===== src/hw/rtl/kfi_pkg.sv =====
package kfi_pkg;

  localparam int TABLE_ADDR_BITS_DEF = 8;
  localparam int VAL_W     = 32;
  localparam int TIME_W    = 32;
  localparam int PHASE_W   = 17;
  localparam int MU_W      = 17;
  // quotient of (|dt| << 16) / span
  localparam int QUO_W     = TIME_W + 16;
  // blend path: operand, operand, product, sum
  localparam int BLEND_LAT = 4;

  localparam logic [PHASE_W-1:0] PHASE_ONE = 17'h10000;
  localparam logic [VAL_W-1:0]   VAL_MAX   = 32'h7fff_ffff;
  localparam logic [VAL_W-1:0]   VAL_MIN   = 32'h8000_0000;

  localparam longint unsigned Q30_ONE     = 64'd1 << 30;
  localparam longint unsigned PI_Q30      = 64'd3373259426;
  localparam longint unsigned LOG10_2_Q30 = 64'd323228497;

  typedef enum logic [3:0] {
    MODE_LINEAR    = 4'd0,
    MODE_COSINE    = 4'd1,
    MODE_FALL      = 4'd2,
    MODE_RISE      = 4'd3,
    MODE_LOG_FALL  = 4'd4,
    MODE_HOLD      = 4'd5,
    MODE_FORWARD   = 4'd6,
    MODE_BACKWARD  = 4'd7,
    MODE_GAMMA     = 4'd8,
    MODE_INV_GAMMA = 4'd9
  } mode_t;

  typedef enum logic [1:0] {
    TBL_COS  = 2'd0,
    TBL_LOG  = 2'd1,
    TBL_GAM  = 2'd2,
    TBL_IGAM = 2'd3
  } tbl_t;

  function automatic tbl_t tbl_of(logic [3:0] mode);
    tbl_t res;
    unique case (mode_t'(mode))
      MODE_LOG_FALL:  res = TBL_LOG;
      MODE_GAMMA:     res = TBL_GAM;
      MODE_INV_GAMMA: res = TBL_IGAM;
      default:        res = TBL_COS;
    endcase
    return res;
  endfunction

  // table generation, evaluated at elaboration only
  function automatic longint unsigned mul30(longint unsigned a, longint unsigned b);
    return (a * b) >> 30;
  endfunction

  function automatic longint unsigned pow30(longint unsigned y, int k);
    longint unsigned r;
    r = Q30_ONE;
    for (int i = 0; i < k; i++) r = mul30(r, y);
    return r;
  endfunction

  function automatic longint unsigned root30(longint unsigned t, int k);
    longint unsigned y, c;
    y = 64'd0;
    for (int b = 30; b >= 0; b--) begin
      c = y | (64'd1 << b);
      if (c <= Q30_ONE && pow30(c, k) <= t) y = c;
    end
    return y;
  endfunction

  function automatic longint unsigned cos_mu30(longint unsigned x);
    longint unsigned xr, a, a2, term, p, s;
    longint sum;
    xr   = (x <= (Q30_ONE >> 1)) ? x : Q30_ONE - x;
    a    = mul30(xr, PI_Q30);
    a2   = mul30(a, a);
    term = Q30_ONE;
    sum  = Q30_ONE;
    for (int k = 1; k <= 10; k++) begin
      p = mul30(term, a2);
      // divide by (2k-1)(2k)
      unique case (k)
        1:       term = p / 2;
        2:       term = p / 12;
        3:       term = p / 30;
        4:       term = p / 56;
        5:       term = p / 90;
        6:       term = p / 132;
        7:       term = p / 182;
        8:       term = p / 240;
        9:       term = p / 306;
        default: term = p / 380;
      endcase
      if ((k & 1) != 0) sum = sum - term;
      else sum = sum + term;
    end
    if (sum < 0) sum = 0;
    if (sum > Q30_ONE) sum = Q30_ONE;
    s = sum;
    return (x <= (Q30_ONE >> 1)) ? ((Q30_ONE - s) >> 1) : ((Q30_ONE + s) >> 1);
  endfunction

  function automatic longint unsigned log_fall30(longint unsigned x);
    longint unsigned z, ip, fr, r;
    z  = Q30_ONE + 64'd9 * (Q30_ONE - x);
    ip = 64'd0;
    fr = 64'd0;
    for (int j = 0; j < 4; j++) begin
      if (z >= (Q30_ONE << 1)) begin
        z  = z >> 1;
        ip = ip + 64'd1;
      end
    end
    for (int b = 29; b >= 0; b--) begin
      z = mul30(z, z);
      if (z >= (Q30_ONE << 1)) begin
        z  = z >> 1;
        fr = fr | (64'd1 << b);
      end
    end
    r = mul30((ip << 30) + fr, LOG10_2_Q30);
    return (r > Q30_ONE) ? Q30_ONE : r;
  endfunction

  function automatic logic [MU_W-1:0] to_q16(longint unsigned v);
    return MU_W'((v + 64'd8192) >> 14);
  endfunction

  function automatic logic [MU_W-1:0] rom_entry(tbl_t sel, int i, int n);
    longint unsigned x;
    logic [MU_W-1:0] res;
    x = 64'(i);
    x = x << (30 - n);
    unique case (sel)
      TBL_COS:  res = to_q16(cos_mu30(x));
      TBL_LOG:  res = to_q16(log_fall30(x));
      TBL_GAM:  res = to_q16(mul30(mul30(x, x), root30(x, 5)));
      TBL_IGAM: res = to_q16(root30(pow30(x, 5), 11));
    endcase
    return res;
  endfunction

endpackage


===== src/hw/rtl/kfi_blend.sv =====
module kfi_blend (
  input  logic                              clk,
  input  logic                              adv,
  input  logic [3:0]                        mode,
  input  logic signed [kfi_pkg::VAL_W-1:0]  v1,
  input  logic signed [kfi_pkg::VAL_W-1:0]  v2,
  input  logic [kfi_pkg::PHASE_W-1:0]       pc,
  input  logic [kfi_pkg::MU_W-1:0]          mu,
  output logic signed [kfi_pkg::VAL_W+2:0]  val
);

  localparam int AW = kfi_pkg::VAL_W + 1;
  localparam int PW = AW + kfi_pkg::MU_W;
  localparam int RW = PW - 16;

  logic signed [AW-1:0]             a_c;
  logic signed [kfi_pkg::VAL_W-1:0] base_c;
  logic [kfi_pkg::MU_W-1:0]         md_c;
  logic                             rom_c;

  logic signed [AW-1:0]             a1_a, a2_a;
  logic signed [kfi_pkg::VAL_W-1:0] a1_base, a2_base, p_base;
  logic [kfi_pkg::MU_W-1:0]         a1_md, a2_md;
  logic                             a1_rom, a2_rom;
  logic signed [PW-1:0]             prod;

  logic [kfi_pkg::MU_W-1:0]         m_sel;
  logic signed [kfi_pkg::MU_W:0]    m_s;
  logic signed [RW-1:0]             rnd;

  // operand choice per mode
  always_comb begin
    a_c    = AW'(v2) - AW'(v1);
    base_c = v1;
    md_c   = pc;
    rom_c  = 1'b0;
    unique case (kfi_pkg::mode_t'(mode))
      kfi_pkg::MODE_LINEAR: ;
      kfi_pkg::MODE_COSINE,
      kfi_pkg::MODE_GAMMA,
      kfi_pkg::MODE_INV_GAMMA: rom_c = 1'b1;
      kfi_pkg::MODE_FALL: begin
        a_c    = AW'(v1);
        base_c = '0;
        md_c   = kfi_pkg::PHASE_ONE - pc;
      end
      kfi_pkg::MODE_RISE: begin
        a_c    = AW'(v2);
        base_c = '0;
      end
      kfi_pkg::MODE_LOG_FALL: begin
        a_c    = AW'(v1);
        base_c = '0;
        rom_c  = 1'b1;
      end
      default: begin
        a_c  = '0;
        md_c = '0;
      end
    endcase
  end

  // two operand stages line up with the table lookup
  always_ff @(posedge clk) begin
    if (adv) begin
      a1_a    <= a_c;
      a1_base <= base_c;
      a1_md   <= md_c;
      a1_rom  <= rom_c;
      a2_a    <= a1_a;
      a2_base <= a1_base;
      a2_md   <= a1_md;
      a2_rom  <= a1_rom;
    end
  end

  assign m_sel = a2_rom ? mu : a2_md;
  assign m_s   = signed'({1'b0, m_sel});

  always_ff @(posedge clk) begin
    if (adv) begin
      prod   <= PW'(a2_a) * PW'(m_s);
      p_base <= a2_base;
    end
  end

  // round half up: floor(x / 65536 + 0.5)
  assign rnd = RW'((prod + PW'(32768)) >>> 16);

  always_ff @(posedge clk) begin
    if (adv) begin
      val <= (kfi_pkg::VAL_W + 3)'(p_base) + (kfi_pkg::VAL_W + 3)'(rnd);
    end
  end

endmodule


===== config.mk =====
export PLATFORM = sky130hd
export DESIGN_NAME = kfi_blend
export DESIGN_NICKNAME = d
export VERILOG_FILES = /design/src/hw/rtl/kfi_pkg.sv /design/src/hw/rtl/kfi_blend.sv
export SDC_FILE = /design/constraint.sdc
export NUM_CORES = 2
export LEC_CHECK = 0
export BUFFER_PORTS_ARGS = -buffer_cell sky130_fd_sc_hd__buf_2
export CORE_MARGIN = 2
export CORE_UTILIZATION = 55
export DETAILED_ROUTE_END_ITERATION = 8
export PLACE_DENSITY = 0.72
export SLEW_MARGIN = 25
export SYNTH_ARGS = -nofsm -noshare
export SYNTH_HDL_FRONTEND = slang
export SYNTH_SLANG_ARGS = --single-unit

===== constraint.sdc =====
create_clock -name clk -period 12.67 [get_ports clk]
set_input_delay 1.267 -clock clk [delete_from_list [all_inputs] [get_ports clk]]
set_output_delay 1.267 -clock clk [all_outputs]
set_load 0.02 [all_outputs]

==> metrics.md <==
| Metric | Value |
|---|---|
| Wire length per cell | 20.07 um |
| GPL Wtd Cong | 0.9335 |
| Clock Path Buffers | 3 |
| Initial antenna violation count | 2 |
| Count of state elements after synthesis | 268 |
| Initial Util | 55.86% |
| CTS root buffer | clkbuf_16 |
| Slew HR | 34.57% |
| I/O pin cnt | 139 |
| Via count | 22.91k |
| Hold Buf Count CTS | 0 |
| Via/cell ratio | 5.625 |
| CP max FO | 33 |
| Core area | 58030 um2 |
| Max Transition Viols Final | 0 |
| Fin Clk Skew | 28.96 ps |
| Net Count, Synth | 4039 |
| Area grow syn2layout | 7.010% |
| Async SR Flop Fraction | 0% |
| Ratio of cells with drive above 1 in the final layout | 6.897% |
| Most frequent cells in the layout | inv_1, fa_1, nand2_1 |
| Largest net degree at the start of global routing | 122 |
| R2r worst-path depth | 22 |
| Number of buffers added for setup after CTS | 0 |
| # fillers | 4763 |
| Pre-antenna DRT Iters | 5 |
| First-pass GRT wire length | 132.3 mm |
| Crit path kind | flop to flop |
| Standard-cell rows | 88 |
| Final net count | 4101 |
| WP data required | 13010 ps |
| Synth Instances | 3222 |
| Final min period | 8235 ps |
| Die Span Y | 246.8 um |
| Critical Path Sink Type | flop |
| Sequential-to-total area share from yosys stat | 24.83% |
| PostCTS Resize Cnt | 0 |
| Max-cap violations | 0 |
| Gr usage total | 28.09% |
| Vias in the first global route | 24.63k |
| CP arrival | 8580 ps |
| Hold Path Depth | 0 |
| Commonest non-fill, non-tap cell in the layout | inv_1 |
| Synth Flop Type | edfxtp_1 |
| Drc violations | 0 |
| CTS tree | built |
| Setup TNS | 0 ps |
| Hold crit path type | flop to flop |
| Skew-Pair Late Insertion Delay | 610 ps |
| Initial drt markers | 1721 |
| Die area | 60890 um2 |
| Yosys cell types | 66 |
| Netlist Area Pre-Place | 32410 um2 |
| Tcrit/Tclk final | 65.00% |
| Fin. Hold Viols | 0 |
| Final Setup Violations | 0 |
| Outcome | completed |
| Gr ovfl total | 0 |
| Multi-input gate area | 21280 um2 |
| Clock sink total | 268 |
| DRT antenna net count | 0 |
| CTS clk-pin slew, worst paths | 60 ps |
| Avg Synthesized Cell Area | 10.06 um2 |
| Slew @ Worst Pin | 981.5 ps |
| Crit start category | flop |
| EDFF count, synth | 268 |
| DP HPWL | 62.42 mm |
| Register area | 8048 um2 |
| H-tree Lvls | 1 |
| FMAX | 0.1214 GHz |
| Die Width | 246.8 um |
| Port bufs | 138 |
| Ys Warns | 0 |
| Unrepaired setup endpoints after global routing | no |
| Total Wirelength | 81.73 mm |
| TritonCTS buffer count | 30 |
## worst max-delay path, stage by stage, from the launching register on
cell	delay [ps]
edfxtp_1	930
mux2_2	800
nand2_1	190
fa_1	570
inv_1	50
fa_1	500
inv_1	50
fa_1	530
inv_1	60
fa_1	470
fa_1	540
inv_1	50
fa_1	520
inv_1	40
ha_1	380
and4_1	240
o211ai_1	130
a21o_1	260
o2111ai_1	710
nand2_1	280
o21ai_0	370
a21oi_1	140
xnor2_1	130
## worst paths after layout
kind | start | end | slack (ps)
max | a2_rom | prod[44] | 4430
max reg2reg | a2_rom | prod[44] | 4430
min reg2reg | a2_base[10] | p_base[10] | 410
min | a2_base[10] | p_base[10] | 410
## per-layer routing
layer / routed length (um) / vias up / global-route usage [%]
met4: 2294 / 0 / 7.973
li1: - / 10180 / -
met2: 39720 / 874 / 47.73
met5: 0 / - / 0
met1: 33170 / 11690 / 37.01
met3: 6546 / 168 / 5.112
## flip-flops by register name, summed over array words and instances (netlist names)
name / flops
prod: 35
a2_a: 33
a2_base: 32
a2_md: 17
val: 35
p_base: 32
a1_base: 32
a2_rom: 1
a1_md: 17
a1_a: 33
a1_rom: 1
## synth_stat cells, types with 9 or more instances
master | number | share of area, %
nand2b_1 | 13 | 0.25
ha_1 | 182 | 7.0
and3_1 | 16 | 0.31
or3_1 | 12 | 0.23
a31oi_1 | 12 | 0.23
nand4_1 | 22 | 0.42
and2_1 | 177 | 3.4
o21ai_0 | 77 | 1.2
inv_1 | 714 | 8.3
a21oi_1 | 79 | 1.2
nor2_1 | 79 | 0.91
xnor2_1 | 86 | 2.3
xor2_1 | 50 | 1.4
nor2b_1 | 170 | 3.3
nand2_1 | 296 | 3.4
o31ai_1 | 9 | 0.21
edfxtp_1 | 268 | 25
fa_1 | 531 | 33
nor3_1 | 48 | 0.74
o21ai_1 | 13 | 0.20
mux2_2 | 12 | 0.42
a22oi_1 | 32 | 0.74
o21a_1 | 16 | 0.37
a21o_1 | 54 | 1.3
o21bai_1 | 9 | 0.21
clkbuf_1 | 113 | 1.3
nand3_1 | 35 | 0.54
## stage by stage
| step | setup slack [ps] | utilization [%] | hold WS (ps) | area, um2 | std cells |
|---|---|---|---|---|---|
| floorplan | 5325 | - | 400.3 | 32410 | 3222 |
| global placement | 4396 | 58.16 | 400.8 | 33750 | 4017 |
| detailed placement | 4273 | 58.16 | 404.5 | 33750 | 4017 |
| CTS | 4532 | 59.76 | 406.3 | 34670 | 4071 |
| global route | 4019 | 59.77 | 411.3 | 34680 | 4071 |
| finish | 4435 | 59.78 | 405.2 | 34690 | 4073 |
## cell type report
type	instances	area share, %
inverter	714	7.726
timing repair buffer	149	2.269
tap	765	2.759
antenna	2	0.01443
multi-input combinational	2121	61.36
clock buffer	36	2.229
sequential	268	23.20
clock inverter	18	0.4437
## cells by family (layout without fill, tap and decap cells)
group | count (synthesis) | in the layout | synth area share [%]
AND/OR/NAND/NOR | 894 | 894 | 14.22
buffers and inverters | 833 | 917 | 9.654
adder cells (fa/ha/maj) | 713 | 713 | 39.82
AO/OA/AOI/OAI | 359 | 359 | 7.172
flip-flops | 268 | 268 | 24.83
XOR/XNOR | 136 | 136 | 3.675
multiplexers | 19 | 19 | 0.6330
other | 0 | 2 | 0
Power is not shown: default switching activity piles up to over one toggle a cycle in this logic, so the estimate is an artifact.
